[src/hw/rtl/rta_pkg.sv]
`timescale 1ns / 1ps
`default_nettype none

package rta_pkg;

   // Fixed field widths
   localparam int X_W = 16;
   localparam int Y_W = 16;

   // Default fixed-point formats
   localparam int IN_FRAC_BITS_DEF  = 12;
   localparam int OUT_FRAC_BITS_DEF = 14;

   // Magnitude of the sample, 32768 included
   localparam int AX_W = X_W;

   // Control fields that travel with every pipeline stage
   typedef struct packed {
      logic valid;
      logic last;
      logic neg;
      logic sat;
   } ctl_type;

   function automatic int max_int(input int a, input int b);
      return (a > b) ? a : b;
   endfunction

   // Width of the numerator x*(27*2^2F + x^2)
   function automatic int num_width(input int f);
      return max_int(AX_W + 5 + 2 * f, 3 * AX_W) + 1;
   endfunction

   // Width of the denominator 27*2^2F + 9*x^2
   function automatic int den_width(input int f);
      return max_int(5 + 2 * f, 2 * AX_W + 4) + 1;
   endfunction

   // Width of the divider remainder: holds up to twice den << F
   function automatic int rem_width(input int f);
      return den_width(f) + f + 1;
   endfunction

endpackage

`default_nettype wire

[src/hw/rtl/rta_div.sv]
`timescale 1ns / 1ps
`default_nettype none

module rta_div #(
   parameter int IN_FRAC_BITS  = rta_pkg::IN_FRAC_BITS_DEF,
   parameter int OUT_FRAC_BITS = rta_pkg::OUT_FRAC_BITS_DEF
) (
   input  wire                                             clock,
   input  wire                                             reset,
   input  wire                                             en,
   input  rta_pkg::ctl_type                                ctl_in,
   input  wire  [rta_pkg::rem_width(IN_FRAC_BITS)-1:0]     rem_in,
   input  wire  [rta_pkg::den_width(IN_FRAC_BITS)-1:0]     den_in,
   output rta_pkg::ctl_type                                ctl_out,
   output logic [OUT_FRAC_BITS:0]                          q_out
);

   localparam int DEN_W  = rta_pkg::den_width(IN_FRAC_BITS);
   localparam int REM_W  = rta_pkg::rem_width(IN_FRAC_BITS);
   localparam int DD_W   = DEN_W + IN_FRAC_BITS;
   localparam int Q_W    = OUT_FRAC_BITS + 1;
   localparam int STAGES = Q_W;

   // One quotient bit per stage, most significant (weight one) first
   rta_pkg::ctl_type ctl_ff [STAGES];
   logic [REM_W-1:0] rem_ff [STAGES];
   logic [DEN_W-1:0] den_ff [STAGES];
   logic [Q_W-1:0]   q_ff   [STAGES];

   for (genvar j = 0; j < STAGES; j++) begin : g_stage
      rta_pkg::ctl_type ctl_prev;
      logic [REM_W-1:0] rem_prev;
      logic [DEN_W-1:0] den_prev;
      logic [Q_W-1:0]   q_prev;
      logic [REM_W-1:0] dd;
      logic [REM_W-1:0] diff;
      logic             ge;
      logic [REM_W-1:0] rem_in_j;
      logic [Q_W-1:0]   q_in_j;

      if (j == 0) begin : g_first
         assign ctl_prev = ctl_in;
         assign rem_prev = rem_in;
         assign den_prev = den_in;
         assign q_prev   = '0;
      end else begin : g_next
         assign ctl_prev = ctl_ff[j-1];
         assign rem_prev = rem_ff[j-1];
         assign den_prev = den_ff[j-1];
         assign q_prev   = q_ff[j-1];
      end

      // Trial subtract of den << F, then shift the partial remainder
      always_comb begin
         dd       = REM_W'(DD_W'(den_prev) << IN_FRAC_BITS);
         ge       = rem_prev >= dd;
         diff     = rem_prev - dd;
         rem_in_j = ge ? (diff << 1) : (rem_prev << 1);
         q_in_j   = {q_prev[Q_W-2:0], ge};
      end

      always_ff @(posedge clock) begin
         if (reset) begin
            ctl_ff[j].valid <= 1'b0;
         end else if (en) begin
            ctl_ff[j] <= ctl_prev;
         end
      end

      always_ff @(posedge clock) begin
         if (en) begin
            rem_ff[j] <= rem_in_j;
            den_ff[j] <= den_prev;
            q_ff[j]   <= q_in_j;
         end
      end
   end

   assign ctl_out = ctl_ff[STAGES-1];
   assign q_out   = q_ff[STAGES-1];

endmodule

`default_nettype wire

[config.mk]
export PLATFORM = sky130hd
export DESIGN_NAME = rta_div
export DESIGN_NICKNAME = d
export VERILOG_FILES = /design/src/hw/rtl/rta_pkg.sv /design/src/hw/rtl/rta_div.sv
export SDC_FILE = /design/constraint.sdc
export NUM_CORES = 2
export LEC_CHECK = 0
export BUFFER_PORTS_ARGS = -buffer_cell sky130_fd_sc_hd__buf_2
export CAP_MARGIN = 10
export CELL_PAD_IN_SITES_DETAIL_PLACEMENT = 2
export CELL_PAD_IN_SITES_GLOBAL_PLACEMENT = 2
export CORE_ASPECT_RATIO = 1.5
export CORE_UTILIZATION = 44
export DETAILED_ROUTE_END_ITERATION = 6
export GPL_TIMING_DRIVEN = 0
export PLACE_DENSITY_LB_ADDON = 0.1
export SLEW_MARGIN = 20
export SYNTH_ARGS = -nofsm -noshare
export SYNTH_HDL_FRONTEND = slang
export SYNTH_SLANG_ARGS = --single-unit
[constraint.sdc]
create_clock -name clock -period 4.5 [get_ports clock]
set_input_delay 0.9 -clock clock [delete_from_list [all_inputs] [get_ports clock]]
set_output_delay 0.9 -clock clock [all_outputs]
set_load 0.05 [all_outputs]
# After elaboration in Yosys (flattened, before gate mapping)
# Memory sizes are Yosys's and may differ from the RTL's.
# Cells that the tools add are included.
[classes]
n_mul = 0
shifts = 0
add_sub_neg = 15
n_div = 0
bitwise = 15
n_lt_le_gt_ge = 15
mux = 36
n_reduce_logical = 0
n_eq_ne = 0
[ops]
columns = ["op", "n"]
rows = [
  ["50-bit by 49-bit greater-or-equal comparator with 1-bit output", 15],
  ["50-bit 2-to-1 mux", 15],
  ["49-bit subtractor", 15],
  ["1-bit 2-to-1 mux", 21],
  ["1-bit OR", 15],
]
[totals]
inputBits = 94
rom_bits = 0
latch_bits = 0
memories = 4
output_inout_bits = 19
word_cells = 85
register_bits = 0
ramBits = 1590
[mem_list]
columns = ["name", "depth", "word_bits", "read_ports", "rd_clocked_by_memory_dff", "wr", "line_no", "text"]
rows = [
  ["rem_ff", 15, 50, 14, 0, 15, "rta_div.sv:26", "logic [REM_W-1:0] rem_ff [STAGES];"],
  ["den_ff", 15, 37, 14, 0, 15, "rta_div.sv:27", "logic [DEN_W-1:0] den_ff [STAGES];"],
  ["q_ff", 15, 15, 15, 0, 15, "rta_div.sv:28", "logic [Q_W-1:0] q_ff [STAGES];"],
  ["ctl_ff", 15, 4, 15, 0, 15, "rta_div.sv:25", "rta_pkg::ctl_type ctl_ff [STAGES];"],
]

# Logic depth before layout (Yosys ltp)
[logic_depth]
depth_word = 4
depth_mapped = 17

# Worst setup path after synthesis
# OpenSTA, ideal clock, no wires.
[synth_timing]
path_kind = "input-to-reg"
from = "in den_in[31] (netlist name)"
to = "mem rem_ff[0][41] (netlist name) (data pin)"
cell_stages = 14
setup_time_ns = 0.188
t_arrival_ns = 3.621
setup_slack_ns = 0.691
path_cell_list = "inv_1 ha_1 a21o_1 a21o_1 a21oi_2 o21bai_1 a21o_1 a2111oi_0 nand4bb_1 nand2_1 buf_2 buf_2 nand2_1 o41ai_1"
[synth_lines]
columns = ["element", "line_no", "text"]
rows = [
  ["start: declaration", "rta_div.sv:13", "input wire [rta_pkg::den_width(IN_FRAC_BITS)-1:0] den_in,"],
  ["end: declaration", "rta_div.sv:26", ""],
]

==> flow_summary.ini <==
[yosys]
syn_inst = 6837
ys_seq_elements = 1294
synth_edf_count = 1294
synth-seq-area-share = 0.5213
synthFlopType = edfxtp_1
synth_area_per_cell_um2 = 10.90
synth_area_leaders = edfxtp_1 (52%), ha_1 (9.3%), a21oi_1 (4.0%), inv_1 (3.6%), a21o_1 (3.2%)
yosysUniqueCellTypes = 87
synth_top_area_cell = edfxtp_1
ys.warnings.count = 0
synth_top_area_frac = 0.5213
netlist_area_mm2 = 0.07455
synth_nets = 7499
synthArstFlopShare = 0

[global_routing]
grt_pass1_wl_um = 394500
gr-usage-all-layers = 0.3121
grt_pass1_vias = 64811
grt-ovfl-total = 0
antenna_found_initial = 2
grt_max_degree = 143

[critical_path]
cp-start-kind = register
crit_path_start = rem_ff[1][91]
worst_path_max_delay_cell = nor3_1
crit_required_ns = 5.03
cp_cell_sequence = ha_1 -> and2_1 -> and3_1 -> nand3_1 -> nor3_1 -> nand3_1 -> nand3_1 -> o21ai_4 -> buf_6 -> clkbuf_2 -> buf_6 -> nand2_1 -> o21ai_0
end_kind = register
crit_type = reg2reg
critPathBufInv = 3
cpMostUsedCell = nand3_1
critPathMaxStageDelay_ns = 0.96
path_max_fanout = 8
cp.arrival_ns = 5.08
worstReg2RegStart = rem_ff[1][91]
path_delay_family = simple AND/OR/NAND/NOR gates

[clock_tree]
cts_sinks = 1294
cts_buffers = 142
cts_tree = done
path_clk_slew_ns = 0.06
clkLatencyLatePin_ns = 0.81
cts-root-buf = clkbuf_16
ctsLongestPathBuffers = 3
htree_levels = 4
ctsHoldBuffers = 0

[floorplan]
die_area_mm2 = 0.1711
die_w_um = 338.1
ios = 113
dieHeight_um = 506.1
start_util = 0.4442
rows = 184
core_mm2 = 0.1678

[placed_design]
placed_area_mm2 = 0.07837
gp_congestion = 0.9091
hpwlAfterDp_um = 212000
numPortBuffers = 112

[power_and_ir_drop]
clkPwrFrac = 0.182
comb_power_share = 0.511
p_sw_mw = 27.76
p_seq_frac = 0.307
irDropWorstVdd_v = 0.0004531
power_mw = 64.22
p_per_area_mw_per_mm2 = 766.4
p_leak_nw = 34.50
p_sw_frac = 0.4322
p_int_mw = 36.46

[timing]
fin_skew_ns = 0.04077
worstMarginPinSlew_ns = 1.173
period_minus_slack_ns = 4.548
worst_slew_margin_rel = 0.2122
finalMaxSlewViolations = 0
whs_ns = 0.2703
period_share = 1.011
finalHoldViolations = 0
worst_slack_ns = -0.04804
clock.fmax_ghz = 0.2199
setup_viol = 9

[detailed_routing]
drtIter0Drc = 1905
wl_um = 266400
wl_per_cell_um = 28.10
vias_per_cell = 5.814
ant_nets = 0
firstDrtPassIters = 5
drc = 0
vias = 55118

[outcome]
status = finished with violations
violations = setup timing

[min_path]
holdCritPathClass = in2reg
min-delay-start = ctl_in[1]

[final_layout]
final_area_mm2 = 0.08379
ff_latch_area_mm2 = 0.03886
multiInputGateArea_mm2 = 0.03282
nNetsFinal = 7800
drive_gt1_frac = 0.09645
fill_cells = 16696
final_core_util = 0.4993
area_delta_synth_final_pct = 12.40

[job]
drv_cap = 0
layout make-up:
type / instances / area share
inverter: 711 / 0.03197
buffer: 181 / 0.01114
multi-input combinational: 4646 / 0.3917
clock inverter: 82 / 0.009975
sequential: 1294 / 0.4637
antenna: 2 / 0.00005973
tap: 2232 / 0.03333
clock buffer: 171 / 0.04371
timing repair buffer: 162 / 0.01442
sequential cells by signal, summed over array words and instances, names as in the netlist:
signal	count
rem_ff	596
ctl_ff	60
q_ff	120
den_ff	518
power groups by stage:
| stage | Sequential (mW) | Combinational [mW] | Clock [mW] |
|---|---|---|---|
| finish | 19.7 | 32.8 | 11.7 |
| global placement | 20.0 | 29.3 | 0 |
| floorplan | 19.0 | 20.5 | 0 |
| global route | 20.0 | 35.2 | 12.3 |
| detailed placement | 19.9 | 31.3 | 0 |
| CTS | 19.7 | 32.5 | 11.9 |
per-layer routing:
layer	vias up	track usage	wire length [um]	share of wire
met4	0	0.3210	31640	0.12
met5	-	0	0	0
met3	795	0.03167	5213	0.020
li1	25641	-	-	-
met1	27590	0.2244	73350	0.28
met2	1092	0.6475	156200	0.59
repair_timing:
item,4_1_cts,5_1_grt
endpoints found under the setup margin,529,170
gates resized for setup,151,41
setup buffers,19,10
pin swaps,19,14
cell usage after synthesis, drive strengths merged (97+ instances only):
cell type and number:
mux2 144, o21ai 456, a21oi 605, inv 711, nor2 397, nand2 516
nand4 97, ha 554, nand3 106, clkbuf 145, edfxtp 1294, a21o 322
xnor2 248, xor2 170
metrics by stage:
stage          instances  TNS [ns]  setup WS (ns)
2_1_floorplan       6837         0         0.6907
3_3_place_gp        9181         -         -18.60
3_5_place_dp        9201   -498.32         -1.991
4_1_cts             9472         0       0.001087
5_1_grt             9480  -0.01250       -0.01250
6_report            9481   -0.1894       -0.04804
cell usage in the layout, fill, tap and decap left out, drive strengths merged, types with 248 or more instances in the layout:
cell type  instances
xnor2            248
ha               554
a21o             322
a21oi            605
inv              718
nand2            516
edfxtp          1294
clkbuf           308
o21ai            456
nor2             397
worst paths after layout:
check                        end  slack (ns)  cells after the start
hold reg to reg      q_ff[6][26]        0.42                      0
hold / removal      ctl_ff[0][1]        0.27                      1
setup reg to reg  rem_ff[1][142]       -0.05                     13
setup / recovery  rem_ff[1][142]       -0.05                     13
kinds of logic (layout without fill, tap and decap cells):
group           after synthesis  count (layout)  synth area share
buf+inv                     897            1307           0.04611
simple gates               1562            1562           0.09923
fa+ha+maj                   568             568           0.09675
compound gates             1944            1944            0.1644
xor+xnor                    418             418           0.04911
other cells                   0               2                 0
flops                      1294            1294            0.5213
mux                         154             154           0.02320
(Power assumes the default switching activity.)
