<file path="src/hw/rtl/rta_pkg.sv">
`timescale 1ns / 1ps
`default_nettype none

package rta_pkg;

   // Fixed field widths
   localparam int X_W = 16;
   localparam int Y_W = 16;

   // Default fixed-point formats
   localparam int IN_FRAC_BITS_DEF  = 12;
   localparam int OUT_FRAC_BITS_DEF = 14;

   // Magnitude of the sample, 32768 included
   localparam int AX_W = X_W;

   // Control fields that travel with every pipeline stage
   typedef struct packed {
      logic valid;
      logic last;
      logic neg;
      logic sat;
   } ctl_type;

   function automatic int max_int(input int a, input int b);
      return (a > b) ? a : b;
   endfunction

   // Width of the numerator x*(27*2^2F + x^2)
   function automatic int num_width(input int f);
      return max_int(AX_W + 5 + 2 * f, 3 * AX_W) + 1;
   endfunction

   // Width of the denominator 27*2^2F + 9*x^2
   function automatic int den_width(input int f);
      return max_int(5 + 2 * f, 2 * AX_W + 4) + 1;
   endfunction

   // Width of the divider remainder: holds up to twice den << F
   function automatic int rem_width(input int f);
      return den_width(f) + f + 1;
   endfunction

endpackage

`default_nettype wire

</file>
<file path="src/hw/rtl/rta_out.sv">
`timescale 1ns / 1ps
`default_nettype none

module rta_out #(
   parameter int OUT_FRAC_BITS = rta_pkg::OUT_FRAC_BITS_DEF
) (
   input  wire                                 clock,
   input  wire                                 reset,
   input  rta_pkg::ctl_type                    ctl_in,
   input  wire  [OUT_FRAC_BITS:0]              q_in,
   output logic                                up_ready,
   output logic                                rsp_valid,
   input  wire                                 rsp_ready,
   output logic signed [rta_pkg::Y_W-1:0]      rsp_tanh_value,
   output logic                                rsp_last_out
);

   localparam int Q_W   = OUT_FRAC_BITS + 1;
   localparam int RES_W = rta_pkg::max_int(Q_W, rta_pkg::Y_W) + 1;
   localparam logic [Q_W-1:0] ONE = Q_W'(1) << OUT_FRAC_BITS;

   // Clamp to one, apply sign, keep the low bits of the result
   logic [Q_W-1:0]          mag;
   logic [RES_W-1:0]        mag_x;
   logic [RES_W-1:0]        res;
   logic [rta_pkg::Y_W-1:0] y_in;

   always_comb begin
      mag   = (ctl_in.sat || (q_in > ONE)) ? ONE : q_in;
      mag_x = RES_W'(mag);
      res   = ctl_in.neg ? (~mag_x + 1'b1) : mag_x;
      y_in  = res[rta_pkg::Y_W-1:0];
   end

   // Output register plus one skid entry
   logic                    out_valid_ff, out_valid_in;
   logic [rta_pkg::Y_W-1:0] out_y_ff;
   logic                    out_last_ff;
   logic                    skid_valid_ff, skid_valid_in;
   logic [rta_pkg::Y_W-1:0] skid_y_ff;
   logic                    skid_last_ff;
   logic                    up_xfer;
   logic                    load_out_up;
   logic                    load_out_skid;
   logic                    load_skid;

   always_comb begin
      up_ready      = !skid_valid_ff;
      up_xfer       = ctl_in.valid && up_ready;
      load_out_skid = skid_valid_ff && rsp_ready;
      load_out_up   = up_xfer && (!out_valid_ff || rsp_ready);
      load_skid     = up_xfer && out_valid_ff && !rsp_ready;
      out_valid_in  = out_valid_ff;
      skid_valid_in = skid_valid_ff;
      if (load_out_skid) begin
         skid_valid_in = 1'b0;
      end else if (load_out_up) begin
         out_valid_in = 1'b1;
      end else if (load_skid) begin
         skid_valid_in = 1'b1;
      end else if (rsp_ready) begin
         out_valid_in = 1'b0;
      end
   end

   always_ff @(posedge clock) begin
      if (reset) begin
         out_valid_ff  <= 1'b0;
         skid_valid_ff <= 1'b0;
      end else begin
         out_valid_ff  <= out_valid_in;
         skid_valid_ff <= skid_valid_in;
      end
   end

   always_ff @(posedge clock) begin
      if (load_out_skid) begin
         out_y_ff    <= skid_y_ff;
         out_last_ff <= skid_last_ff;
      end else if (load_out_up) begin
         out_y_ff    <= y_in;
         out_last_ff <= ctl_in.last;
      end
      if (load_skid) begin
         skid_y_ff    <= y_in;
         skid_last_ff <= ctl_in.last;
      end
   end

   assign rsp_valid      = out_valid_ff;
   assign rsp_tanh_value = out_y_ff;
   assign rsp_last_out   = out_last_ff;

endmodule

`default_nettype wire

</file>
<file path="config.mk">
export PLATFORM = sky130hd
export DESIGN_NAME = rta_out
export DESIGN_NICKNAME = d
export VERILOG_FILES = /design/src/hw/rtl/rta_pkg.sv /design/src/hw/rtl/rta_out.sv
export SDC_FILE = /design/constraint.sdc
export NUM_CORES = 1
export LEC_CHECK = 0
export ABC_CLOCK_PERIOD_IN_PS = 3100
export BUFFER_PORTS_ARGS = -buffer_cell sky130_fd_sc_hd__buf_2
export CAP_MARGIN = 0
export CORE_UTILIZATION = 53
export DETAILED_ROUTE_END_ITERATION = 16
export GPL_TIMING_DRIVEN = 0
export PLACE_DENSITY_LB_ADDON = 0.3
export SETUP_SLACK_MARGIN = 0.3
export SLEW_MARGIN = 20
export SYNTH_ARGS = -nofsm -noshare
export SYNTH_HDL_FRONTEND = slang
export SYNTH_SLANG_ARGS = --single-unit
</file>
<file path="constraint.sdc">
create_clock -name clock -period 3.1 [get_ports clock]
set_input_delay 0.155 -clock clock [delete_from_list [all_inputs] [get_ports clock]]
set_output_delay 0.155 -clock clock [all_outputs]
set_load 0.02 [all_outputs]
</file>
## After elaboration in Yosys (flattened, before gate mapping)

Index checks and enable logic that the tools add are counted.
Widths: inputs -> output; s select.

- $add $sub $neg: 1
- Multipliers: 0
- Divide/modulo/power cells: 0
- $lt $le $gt $ge: 1
- Equality and inequality tests: 1
- Shift-type cells: 0
- Muxes and demuxes: 9
- Bitwise operators: 3
- Reduce and logical (&&, ||, !) cells: 15

Operators with widths:

| cell | count |
|---|---|
| $mux 16 | 3 |
| $add 16x1->16 const B | 1 |
| $not 15->16 | 1 |
| $gt 15x15->1 const B | 1 |
| $mux 15 | 1 |
| $logic_and 1x1->1 | 5 |
| $mux 1 | 5 |
| $reduce_bool 2->1 | 2 |
| $logic_not 1->1 | 3 |
| $reduce_and 3->1 | 1 |
| $logic_or 1x1->1 | 2 |
| $ne 2x2->1 const B | 1 |
| $not 1->1 | 2 |
| $reduce_and 2->1 | 1 |
| $reduce_or 2->1 | 1 |

- Flip-flop bits (word level): 36
- Latch bits: 0
- RAM bits: 0
- Bits in read-only memories: 0
- Bits of input ports: 22
- Word-level logic and storage cells: 36
- Memories kept: 0

## Depth between registers and ports, before layout

- Depth in word-level cells: 8
- Gate-level depth with buffers: 8
- Mapped depth without buffers: 8

## Worst setup path after synthesis

Ideal clock, no wire load.

- Path kind: register to register
- From: register skid_valid_ff
- To: register skid_last_ff, enable pin
- Setup time: 0.419 ns
- Arrival: 1.984 ns
- Data required time: 2.681 ns
- Setup slack: 0.697 ns
- Cell stages (with the launch flop): 4
- Path buffers: 0
- Cell sequence: dfxtp_1 inv_1 nand2_1 nor3b_1

- Cells in the longest elaborated chain, start to end: 4

RTL lines:

| element | RTL line | source |
|---|---|---|
| start, declared | rta_out.sv:39 | `logic skid_valid_ff, skid_valid_in;` |
| start signal, assigned | rta_out.sv:72 | `skid_valid_ff <= skid_valid_in;` |
| $logic_not 1->1 | rta_out.sv:48 | `up_ready = !skid_valid_ff;` |
| named net up_ready | rta_out.sv:11 | `output logic up_ready,` |
| $logic_and 1x1->1 | rta_out.sv:49 | `up_xfer = ctl_in.valid && up_ready;` |
| $logic_and 1x1->1 (2 in a row) | rta_out.sv:52 | `load_skid = up_xfer && out_valid_ff && !rsp_ready;` |
| named net load_skid | rta_out.sv:45 | `logic load_skid;` |
| end signal, assigned | rta_out.sv:86 | `skid_last_ff <= ctl_in.last;` |
| end, declared | rta_out.sv:41 | `logic skid_last_ff;` |

The timed path passes the listed nets, and every way through them passes these cells.
A chain may end at the register's enable or synchronous reset.

## Final worst setup path

- From: input q_in[14]
- To: register out_y_ff (netlist bit rsp_tanh_value[10]) (data pin)

- Cells in the longest elaborated chain, start to end: 8

RTL lines:

| element | RTL line | source |
|---|---|---|
| start, declared | rta_out.sv:10 | `input wire [OUT_FRAC_BITS:0] q_in,` |
| $gt 15x15->1 * | rta_out.sv:29 | `mag = (ctl_in.sat \|\| (q_in > ONE)) ? ONE : q_in;` |
| $logic_or 1x1->1 * | rta_out.sv:29 |  |
| $mux 15 * | rta_out.sv:29 |  |
| $not 15->16 | rta_out.sv:31 | `res = ctl_in.neg ? (~mag_x + 1'b1) : mag_x;` |
| $add 16x1->16 | rta_out.sv:31 |  |
| $mux 16 * | rta_out.sv:31 |  |
| named net res[10] | rta_out.sv:25 | `logic [RES_W-1:0] res;` |
| $mux 16 * | rta_out.sv:80 | `end else if (load_out_up) begin` |
| $mux 16 * | rta_out.sv:77 | `if (load_out_skid) begin` |
| end signal, assigned | rta_out.sv:78 | `out_y_ff <= skid_y_ff;` |
| end signal, assigned | rta_out.sv:81 | `out_y_ff <= y_in;` |
| end, declared | rta_out.sv:37 | `logic [rta_pkg::Y_W-1:0] out_y_ff;` |

The timed path passes the listed nets; every way through them passes the cells marked *. The select of a mux whose other input is x is not followed.

==> qor.csv <==
metric,value,unit
VDD IR max,0.232,mV
Yosys cell types,44,
initial core utilization,0.552,
initial DRC count,71,
post-detail-place hpwl,2850,um
Layout Skew,0.0158,ns
cts bufs inserted,5,
Hold Fails Final Rpt,0,
RR Startpoint,skid_valid_ff$_SDFFE_PP0P_,
die area,3720,um^2
met2 wire length,2030,um
Slew @ Worst Pin,0.764,ns
row count,21,
worst skew pair latency,0.35,ns
final antenna-violating net count,0,
Sum Neg Setup Slack,0,ns
PnR worst setup slack,1.24,ns
Static Leak,0.843,nW
Total Wirelength,3920,um
CP max FO,10,
pwr/cell area,446,nW/um^2
largest net degree at the start of global routing,18,
outcome,"complete, no violations",
Critical Path Start,q_in[14],
Min-Delay Path Class,in -> reg,
initial antenna violation count,0,
Most used DFF post-synth,edfxtp_1,
register area share after synthesis,0.576,
max_slew headroom,0.490,
CTS tree,yes,
crit share post-route,0.599,
WL met3,267,um
I/O pin count,41,
crit path time final,1.86,ns
RSZ-0062 raised after global routing,false,
routed via count,1444,
postcts setup bufs,0,
CTS sink cnt,36,
post-DR vias/cell,5.62,
FILL cells,270,
Post-DP Area,2110,um^2
chip height,61.0,um
worst endpoint required time,3.21,ns
Setup Crit Path Kind,in -> reg,
Critical Path Source Type,input port,
grt ovf,0,
nets,233,
core area,3340,um^2
first-pass GRT wire length,6040,um
max_cap viols,0,
Critical Path End Type,register,
Syn. warnings,0,
Port Buffers,40,
area grow syn2layout,18.6,%
"Reg clk slew, reported paths",0.10,ns
Final Setup Violations,0,
per-cell routed wire length,15.2,um
all-layer global routing usage,0.235,
Inserted Diodes,0,
register bit count reported by yosys,36,
Post-Syn Instances,160,
Post-Place Worst Slack,0.903,ns
Fmax,538,MHz
asr flop ratio synth,0,
cell area after layout,2190,um^2
"most common cell after layout, fill and taps aside",buf_2,
vias in the first global route,1348,
H-tree Lvls,2,
Max Buffers Root-to-Sink,2,
highest layer used for signal routing,met4,
DRC,0,
global placer's final weighted congestion,0.933,
Synth Net Count,183,
Post-Syn Area,1840,um^2
DRT Pass-1 Iters,4,
max-slew violation count,0,
Hold Crit Start,q_in[0],
"EDFF count, synth",34,
most frequent cells in the layout,"buf_2 (40), edfxtp_1 (34), nand2_1 (26)",
layout cells sized above 1,0.332,
Die Wd,61.0,um
Clock Tree Root,clkbuf_4,
Critical Path AT,1.97,ns
Syn Area/Cell,11.5,um^2
met1 wire length,1540,um
## metrics by stage
step	power, mW	utilization	hold slack, ns	cells
finish	0.974	0.655	0.150	257
global route	1.02	0.655	0.132	257
CTS	0.977	0.655	0.128	257
detailed placement	0.742	0.633	0.337	247
global placement	0.733	0.630	0.323	246
floorplan	0.680	-	0.224	160
## power by group
group          leakage, nW  internal, mW  switching (mW)
Clock               0.0259        0.0862           0.154
Sequential           0.339         0.565         0.00656
Combinational        0.478        0.0600           0.103
Total                0.843         0.711           0.263
## sequential cells by signal, indices dropped and copies added, names as in the netlist
signal          flops
rsp_tanh_value     16
skid_y_ff          16
rsp_last_out        1
rsp_valid           1
skid_last_ff        1
skid_valid_ff       1
## metal layers
metal,vias up,track usage
met3,10,0.0704
met5,-,0
li1,692,-
met4,0,0.110
met2,72,0.407
met1,670,0.266
## worst max-delay path, stage by stage
cell and delay, ns:
buf_2 0.12, nor2_2 0.38, nand2_1 0.18, ha_1 0.32, nand4b_1 0.25, a21o_1 0.16
nand3_1 0.13, mux2_2 0.28
## kinds of logic after synthesis
family	Yosys count	synth area share
adders and majority gates	1	0.00679
buffers and inverters	12	0.0265
and+or+nand+nor	61	0.167
AOI/OAI and AO/OA	36	0.143
DFF	36	0.576
muxes	9	0.0570
xor gates and xnor gates	5	0.0238
## cell type report
| type | instances | area (um^2) | share of cell area |
|---|---|---|---|
| Clock inverter | 2 | 11.3 | 0.00515 |
| Inverter | 6 | 22.5 | 0.0103 |
| Buffer | 6 | 26.3 | 0.0120 |
| Tap cell | 46 | 57.6 | 0.0263 |
| Multi-Input combinational cell | 112 | 738 | 0.338 |
| Clock buffer | 6 | 41.3 | 0.0189 |
| Sequential cell | 36 | 1060 | 0.485 |
| Timing Repair Buffer | 43 | 228 | 0.104 |
## Yosys cell counts (all sizes together), types with 2 or more instances
master | number | share of area
nand2 | 27 | 0.056
nor4 | 2 | 0.015
inv | 6 | 0.012
xor2 | 5 | 0.024
edfxtp | 34 | 0.55
nand3 | 2 | 0.0054
o31a | 2 | 0.0095
nor2 | 15 | 0.032
a21o | 2 | 0.0081
o211ai | 3 | 0.015
clkbuf | 5 | 0.010
a211oi | 2 | 0.0081
o21ai | 11 | 0.030
or3 | 4 | 0.014
mux2 | 9 | 0.057
a21oi | 3 | 0.010
or2 | 4 | 0.014
dfxtp | 2 | 0.022
o31ai | 4 | 0.016
## final timing paths
check	endpoint	slack (ns)	cells past startpoint
hold / removal	skid_y_ff[0]$_DFFE_PP_	0.15	3
setup / recovery	rsp_tanh_value[10]$_DFFE_PP_	1.24	8
setup reg to reg	skid_last_ff$_DFFE_PP_	1.31	4
hold reg to reg	rsp_last_out$_DFFE_PP_	0.52	2
## repair_timing
item / in CTS / in global routing
gates resized for setup: 0 / 0
hold endpoints to repair: 3 / 0
hold buffers: 2 / 0
setup endpoints to repair: 0 / 0
(Power assumes the default switching activity.)
