--- src/hw/rtl/rta_pkg.sv ---
`timescale 1ns / 1ps
`default_nettype none

package rta_pkg;

   // Fixed field widths
   localparam int X_W = 16;
   localparam int Y_W = 16;

   // Default fixed-point formats
   localparam int IN_FRAC_BITS_DEF  = 12;
   localparam int OUT_FRAC_BITS_DEF = 14;

   // Magnitude of the sample, 32768 included
   localparam int AX_W = X_W;

   // Control fields that travel with every pipeline stage
   typedef struct packed {
      logic valid;
      logic last;
      logic neg;
      logic sat;
   } ctl_type;

   function automatic int max_int(input int a, input int b);
      return (a > b) ? a : b;
   endfunction

   // Width of the numerator x*(27*2^2F + x^2)
   function automatic int num_width(input int f);
      return max_int(AX_W + 5 + 2 * f, 3 * AX_W) + 1;
   endfunction

   // Width of the denominator 27*2^2F + 9*x^2
   function automatic int den_width(input int f);
      return max_int(5 + 2 * f, 2 * AX_W + 4) + 1;
   endfunction

   // Width of the divider remainder: holds up to twice den << F
   function automatic int rem_width(input int f);
      return den_width(f) + f + 1;
   endfunction

endpackage

`default_nettype wire

--- src/hw/rtl/rta_front.sv ---
`timescale 1ns / 1ps
`default_nettype none

module rta_front #(
   parameter int IN_FRAC_BITS = rta_pkg::IN_FRAC_BITS_DEF
) (
   input  wire                                             clock,
   input  wire                                             reset,
   input  wire                                             en,
   input  wire                                             in_valid,
   input  wire  signed [rta_pkg::X_W-1:0]                  in_x,
   input  wire                                             in_last,
   output rta_pkg::ctl_type                                ctl_out,
   output logic [rta_pkg::rem_width(IN_FRAC_BITS)-1:0]     rem_out,
   output logic [rta_pkg::den_width(IN_FRAC_BITS)-1:0]     den_out
);

   localparam int AX_W    = rta_pkg::AX_W;
   localparam int SQ_W    = 2 * AX_W;
   localparam int A27_W   = AX_W + 5;
   localparam int CUBE_W  = 3 * AX_W;
   localparam int NUM_W   = rta_pkg::num_width(IN_FRAC_BITS);
   localparam int DEN_W   = rta_pkg::den_width(IN_FRAC_BITS);
   localparam int REM_W   = rta_pkg::rem_width(IN_FRAC_BITS);
   localparam int CMP_W   = rta_pkg::max_int(AX_W, IN_FRAC_BITS + 2) + 1;
   localparam logic [CMP_W-1:0] THREE_LIM = CMP_W'(3) << IN_FRAC_BITS;
   localparam logic [DEN_W-1:0] K27_DEN   = DEN_W'(27) << (2 * IN_FRAC_BITS);

   // Stage 1: magnitude, sign and saturation flag
   logic [rta_pkg::X_W-1:0] x_u;
   logic [AX_W-1:0]         ax1_in, ax1_ff;
   rta_pkg::ctl_type        ctl1_in, ctl1_ff;

   always_comb begin
      x_u           = in_x;
      ax1_in        = x_u[rta_pkg::X_W-1] ? AX_W'(~x_u + 1'b1) : AX_W'(x_u);
      ctl1_in.valid = in_valid;
      ctl1_in.last  = in_last;
      ctl1_in.neg   = x_u[rta_pkg::X_W-1];
      ctl1_in.sat   = CMP_W'(ax1_in) > THREE_LIM;
   end

   // Stage 2: square and 27*|x|
   logic [SQ_W-1:0]  sq2_in, sq2_ff;
   logic [A27_W-1:0] a27_2_in, a27_2_ff;
   logic [AX_W-1:0]  ax2_ff;
   rta_pkg::ctl_type ctl2_ff;

   assign sq2_in   = SQ_W'(ax1_ff) * SQ_W'(ax1_ff);
   assign a27_2_in = A27_W'(ax1_ff) * A27_W'(27);

   // Stage 3: cube and denominator
   logic [CUBE_W-1:0] cube3_in, cube3_ff;
   logic [DEN_W-1:0]  den3_in, den3_ff;
   logic [A27_W-1:0]  a27_3_ff;
   rta_pkg::ctl_type  ctl3_ff;

   assign cube3_in = CUBE_W'(sq2_ff) * CUBE_W'(ax2_ff);
   assign den3_in  = K27_DEN + (DEN_W'(sq2_ff) << 3) + DEN_W'(sq2_ff);

   // Stage 4: numerator, loaded as the divider's first remainder
   logic [NUM_W-1:0] num4;
   logic [REM_W-1:0] rem4_in, rem4_ff;
   logic [DEN_W-1:0] den4_ff;
   rta_pkg::ctl_type ctl4_ff;

   assign num4    = (NUM_W'(a27_3_ff) << (2 * IN_FRAC_BITS)) + NUM_W'(cube3_ff);
   // saturated samples skip the quotient, so the divider gets a zero
   assign rem4_in = ctl3_ff.sat ? '0 : REM_W'(num4);

   // Control registers
   always_ff @(posedge clock) begin
      if (reset) begin
         ctl1_ff.valid <= 1'b0;
         ctl2_ff.valid <= 1'b0;
         ctl3_ff.valid <= 1'b0;
         ctl4_ff.valid <= 1'b0;
      end else if (en) begin
         ctl1_ff <= ctl1_in;
         ctl2_ff <= ctl1_ff;
         ctl3_ff <= ctl2_ff;
         ctl4_ff <= ctl3_ff;
      end
   end

   // Data registers
   always_ff @(posedge clock) begin
      if (en) begin
         ax1_ff   <= ax1_in;
         sq2_ff   <= sq2_in;
         a27_2_ff <= a27_2_in;
         ax2_ff   <= ax1_ff;
         cube3_ff <= cube3_in;
         den3_ff  <= den3_in;
         a27_3_ff <= a27_2_ff;
         rem4_ff  <= rem4_in;
         den4_ff  <= den3_ff;
      end
   end

   assign ctl_out = ctl4_ff;
   assign rem_out = rem4_ff;
   assign den_out = den4_ff;

endmodule

`default_nettype wire

--- config.mk ---
export PLATFORM = sky130hd
export DESIGN_NAME = rta_front
export DESIGN_NICKNAME = d
export VERILOG_FILES = /design/src/hw/rtl/rta_pkg.sv /design/src/hw/rtl/rta_front.sv
export SDC_FILE = /design/constraint.sdc
export NUM_CORES = 2
export LEC_CHECK = 0
export BUFFER_PORTS_ARGS = -buffer_cell sky130_fd_sc_hd__clkbuf_2
export CORE_ASPECT_RATIO = 1.5
export CORE_MARGIN = 2
export CORE_UTILIZATION = 35
export CTS_CLUSTER_SIZE = 25
export DETAILED_ROUTE_END_ITERATION = 6
export PLACE_DENSITY = 0.61
export SLEW_MARGIN = 10
export SYNTH_ARGS = -nofsm -noshare
export SYNTH_HDL_FRONTEND = slang
export SYNTH_SLANG_ARGS = --single-unit
--- constraint.sdc ---
create_clock -name clock -period 8.2 [get_ports clock]
set_input_delay 0 -clock clock [delete_from_list [all_inputs] [get_ports clock]]
set_output_delay 0 -clock clock [all_outputs]
set_load 0.01 [all_outputs]
# Word-level counts from Yosys, hierarchy flattened
# Index checks and enable logic that the tools add are counted.
[totals] out_inout_bits=91 register_bits=294 wordCells=38 in_bits=21
[op_classes] add_sub_neg=4 reduce_logical=1 multipliers=3 n_lt_le_gt_ge=1 muxes=1 n_bitwise=2
[op_table] cell="45-bit by 48-bit adder with 49-bit output" n=1
[op_table] cell="32-bit by 16-bit multiplier with 48-bit output" n=1
[op_table] cell="36-bit by 32-bit adder with 37-bit output" n=1
[op_table] cell="29-bit by 35-bit adder with 36-bit output, first input constant" n=1
[op_table] cell="16-bit by 16-bit multiplier with 32-bit output" n=1
[op_table] cell="16-bit by 5-bit multiplier with 21-bit output, second input constant" n=1
[op_table] cell="16-bit by 1-bit adder with 16-bit output, second input constant" n=1
[op_table] cell="16-bit by 14-bit > comparator with 1-bit output, second input constant" n=1
[op_table] cell="16-bit 2-to-1 mux" n=1
[op_table] cell="16-bit inverter" n=1
[op_table] cell="2-bit AND reduction" n=1
[op_table] cell="1-bit inverter" n=1

# Logic depth before layout (Yosys ltp)
[logic_depth] depth_word=4 ltp_mapped=26 mapped_depth_nobuf=24

# Worst setup path before layout
# Ideal clock, no wire load.
[synth_timing] path_type="reg2reg" from="register ax1_ff[10]" to="register sq2_ff[30], data pin" setup_ps=258 t_required_ps=7942 t_arrival_ps=6054 setup_slack_ps=1888 period_less_slack_ps=6312 stages_incl_launch_ff=24 n_path_buf=1 cell_sequence="edfxtp_1 > clkbuf_1 > inv_1 > nor2_1 > fa_1 > inv_1 > fa_1 > inv_1 > fa_1 > inv_1 > fa_1 > fa_1 > inv_1 > fa_1 > ha_1 > nand4_1 > nor4_1 > o31ai_1 > a21boi_1 > a211oi_1 > o2111ai_1 > a21o_1 > a21oi_1 > xnor2_1"
[synth_between] elab_chain_cells=1
[synth_rtl] element="start, declared" line="rta_front.sv:31" source="logic [AX_W-1:0] ax1_in, ax1_ff;"
[synth_rtl] element="start signal, assigned" line="rta_front.sv:89" source="ax1_ff <= ax1_in;"
[synth_rtl] element="16-bit by 16-bit multiplier with 32-bit output" line="rta_front.sv:49" source="assign sq2_in = SQ_W'(ax1_ff) * SQ_W'(ax1_ff);"
[synth_rtl] element="net sq2_in[30]" line="rta_front.sv:44" source="logic [SQ_W-1:0] sq2_in, sq2_ff;"
[synth_rtl] element="end signal, assigned" line="rta_front.sv:90" source="sq2_ff <= sq2_in;"
[synth_rtl] element="end, declared" line="rta_front.sv:44"
# The timed path passes the listed nets, and every way through them passes these cells.
# A chain may end at the register's enable or synchronous reset.

# Worst setup path after layout
[layout_timing] from="register ax2_ff[5]" to="register cube3_ff[44], data pin"
[layout_between] elab_chain_cells=1
[layout_rtl] element="start, declared" line="rta_front.sv:46" source="logic [AX_W-1:0] ax2_ff;"
[layout_rtl] element="start signal, assigned" line="rta_front.sv:92" source="ax2_ff <= ax1_ff;"
[layout_rtl] element="32-bit by 16-bit multiplier with 48-bit output" line="rta_front.sv:58" source="assign cube3_in = CUBE_W'(sq2_ff) * CUBE_W'(ax2_ff);"
[layout_rtl] element="net cube3_in[44]" line="rta_front.sv:53" source="logic [CUBE_W-1:0] cube3_in, cube3_ff;"
[layout_rtl] element="end signal, assigned" line="rta_front.sv:93" source="cube3_ff <= cube3_in;"
[layout_rtl] element="end, declared" line="rta_front.sv:53"
# The timed path passes the listed nets, and every way through them passes these cells.

==> results.cfg <==
[clocking]
cts_tree = done
cts_setup_buffers = 0
cts-root-buf = clkbuf_16
htreeDepth = 1
clk_pin_slew_ns = 0.06
cts.sinks = 284
cts-buffers-inserted = 31
clk_path_buf_depth = 3
cts_resized = 0
clk_latency_ns = 0.62

[yosys]
synth_top_family_by_area = adder cells
synth_mux_area_frac = 0.00198
synth_common_cells = 773 x inv_1, 594 x fa_1, 418 x nand2_1
yosys.area_share.simple = 0.122
synth_area_per_cell_sq_um = 10.1
synthArstFlopShare = 0
ys_warn_count = 0
netlist_area_sq_mm = 0.0366
synth_edf_count = 280
synth_seq_cells = 284
ys_seq_area_frac = 0.232
yosysTopAreaCellShare = 0.325
synth_ff_type = edfxtp_1
synth_top_area_cell = fa_1
synth_most_common_cell = inv_1
synthesis.instances = 3619
yosys.area_share.adder = 0.446
synth_compound_area_frac = 0.0698
synth_area_leaders = fa_1 32%, edfxtp_1 23%, ha_1 12%, inv_1 7.9%, nand2_1 4.3%
synth_cell_type_count = 81
synth_xor_area_frac = 0.0347

[layout]
area_delta_synth_final_pct = 9.91
nets = 4696
fin_area_sq_mm = 0.0402
multiInputGateArea_sq_mm = 0.0247
antenna_cells = 0
drive_above_1_share = 0.0646
ff_latch_area_sq_mm = 0.00849
fill_cells = 10300

[global_routing]
grt_pass1_wl_um = 151000
grt_antenna_before_repair = 1
grt_pass1_vias = 27900
grt.overflow.total = 0
grt_start_max_net_pins = 145
grt_usage = 0.184

[detailed_routing]
wl_per_cell_um = 18.5
vias = 25400
wl_met1_um = 34000
top_layer = met4
met2_length_um = 50800
wl_met3_um = 3530
drt-initial-drc-count = 1333
drt-pass1-iter-count = 5
drtAntennaViolNets = 0
via_per_inst = 4.93
drc = 0
wl_um = 95300

[floorplan]
die_area_sq_mm = 0.107
io_pins = 112
row_count = 145
die_w_um = 268
dieHeight_um = 400
fp.coreArea_sq_mm = 0.104
start_util = 0.352

[timing]
fin_skew_ns = 0.0159
tns_ns = 0
worstMarginPinSlew_ns = 1.15
hold_viol_final = 0
period_needed_ns = 7.26
fin_ws_ns = 0.942
relSlewSlack = 0.234
holdWs_ns = 0.0997
rsz0062_at_grt = false
maxSlewViolCount = 0
finalSetupViolCount = 0
fmax_ghz = 0.138
post-route-period-util = 0.885

[worst_hold_path]
worstHoldPathCells = 2
min_from = in_last
min_to = ctl1_ff[2]
min_path_type = in -> reg

[run]
maxCapViolCount = 0

[worst_setup_path]
cp.required_ns = 8.56
critPathKind = reg -> reg
ff2ff_path_depth = 21
critPathMaxFanout = 26
cp-start-kind = register
rrSetupSlack_ns = 0.94
worstSetupEndpointType = register
cp.arrival_ns = 7.62
reg2reg_to = cube3_ff[44]
worst_r2r_startpoint = ax2_ff[5]

[place]
place_congestion = 0.898
dp_hpwl_um = 75300
place_worst_setup_slack_ns = 0.818
dpl_cell_area_sq_mm = 0.0389
portBuffers = 108

[run_status]
status = finished clean
cell usage in the layout, fill, tap and decap left out, types with 72 or more instances in the layout:
| master | n |
|---|---|
| ha_1 | 353 |
| nor2_1 | 137 |
| a21oi_1 | 113 |
| nand2_1 | 418 |
| edfxtp_1 | 280 |
| and2_1 | 214 |
| inv_1 | 773 |
| xnor2_1 | 106 |
| a21o_1 | 72 |
| fa_1 | 594 |
| clkbuf_2 | 107 |
area by class of cell:
cell class	instances	share of cell area
Clock inverter	19	0.00560
Multi-Input combinational cell	2432	0.614
Inverter	782	0.0730
Timing Repair Buffer	197	0.0332
Clock buffer	35	0.0197
Tap cell	1396	0.0434
Sequential cell	284	0.211
critical path: stages (launching register included):
cell      delay, ns
edfxtp_1       1.11
and2_1         0.27
fa_1           0.42
inv_1          0.10
fa_1           0.45
fa_1           0.53
inv_1          0.06
fa_1           0.50
fa_1           0.49
inv_1          0.05
fa_1           0.47
inv_1          0.04
ha_1           0.33
o21ai_0        0.33
nor2_1         0.09
o31ai_2        0.40
a31oi_1        0.20
a211oi_2       0.35
o221ai_1       0.18
a21o_1         0.24
a221oi_2       0.29
xnor2_1        0.10
routing by layer:
layer | GRT usage | vias to the layer above
li1 | - | 11500
met1 | 0.193 | 12900
met2 | 0.348 | 680
met3 | 0.0169 | 262
met4 | 0.117 | 0
met5 | 0 | -
how the worst max path moves through the flow:
stage / start / to / slack [ns] / cells past startpoint
floorplan: ax1_ff[10] / sq2_ff[30] / 1.89 / 23
global placement: ax2_ff[2] / cube3_ff[44] / 0.94 / 20
detailed placement: ax2_ff[2] / cube3_ff[44] / 0.82 / 20
CTS: ax2_ff[2] / cube3_ff[44] / 0.81 / 20
global route: ax2_ff[5] / cube3_ff[44] / 0.68 / 21
finish: ax2_ff[5] / cube3_ff[44] / 0.94 / 21
sequential cells by signal, summed over array words and instances, names as in the netlist:
register	cells
ctl_out	4
ctl2_ff	4
ctl3_ff	4
den_out	35
a27_3_ff	20
a27_2_ff	20
den3_ff	34
ax1_ff	16
sq2_ff	31
ctl1_ff	4
ax2_ff	15
rem_out	49
cube3_ff	48
logic make-up after synthesis:
kind of cell,after synthesis
muxes,7
AOI/OAI and AO/OA,387
adders and majority gates,947
buffers and inverters,905
xor gates and xnor gates,145
and+or+nand+nor,943
DFF,284
other,1
metrics by stage:
step / utilization / std cells
6_report: 0.387 / 5145
5_1_grt: 0.387 / 5145
4_1_cts: 0.387 / 5144
3_5_place_dp: 0.374 / 5060
3_3_place_gp: 0.374 / 5060
2_1_floorplan: - / 3621
timing repair:
item | in CTS | in global routing
endpoints found under the hold margin | 57 | 0
hold buffers | 30 | 0
endpoints found under the setup margin | 0 | 0
Power is left out: the tool's default activity adds up to more than one toggle a clock period on the data nets, which glitch-free logic cannot reach.
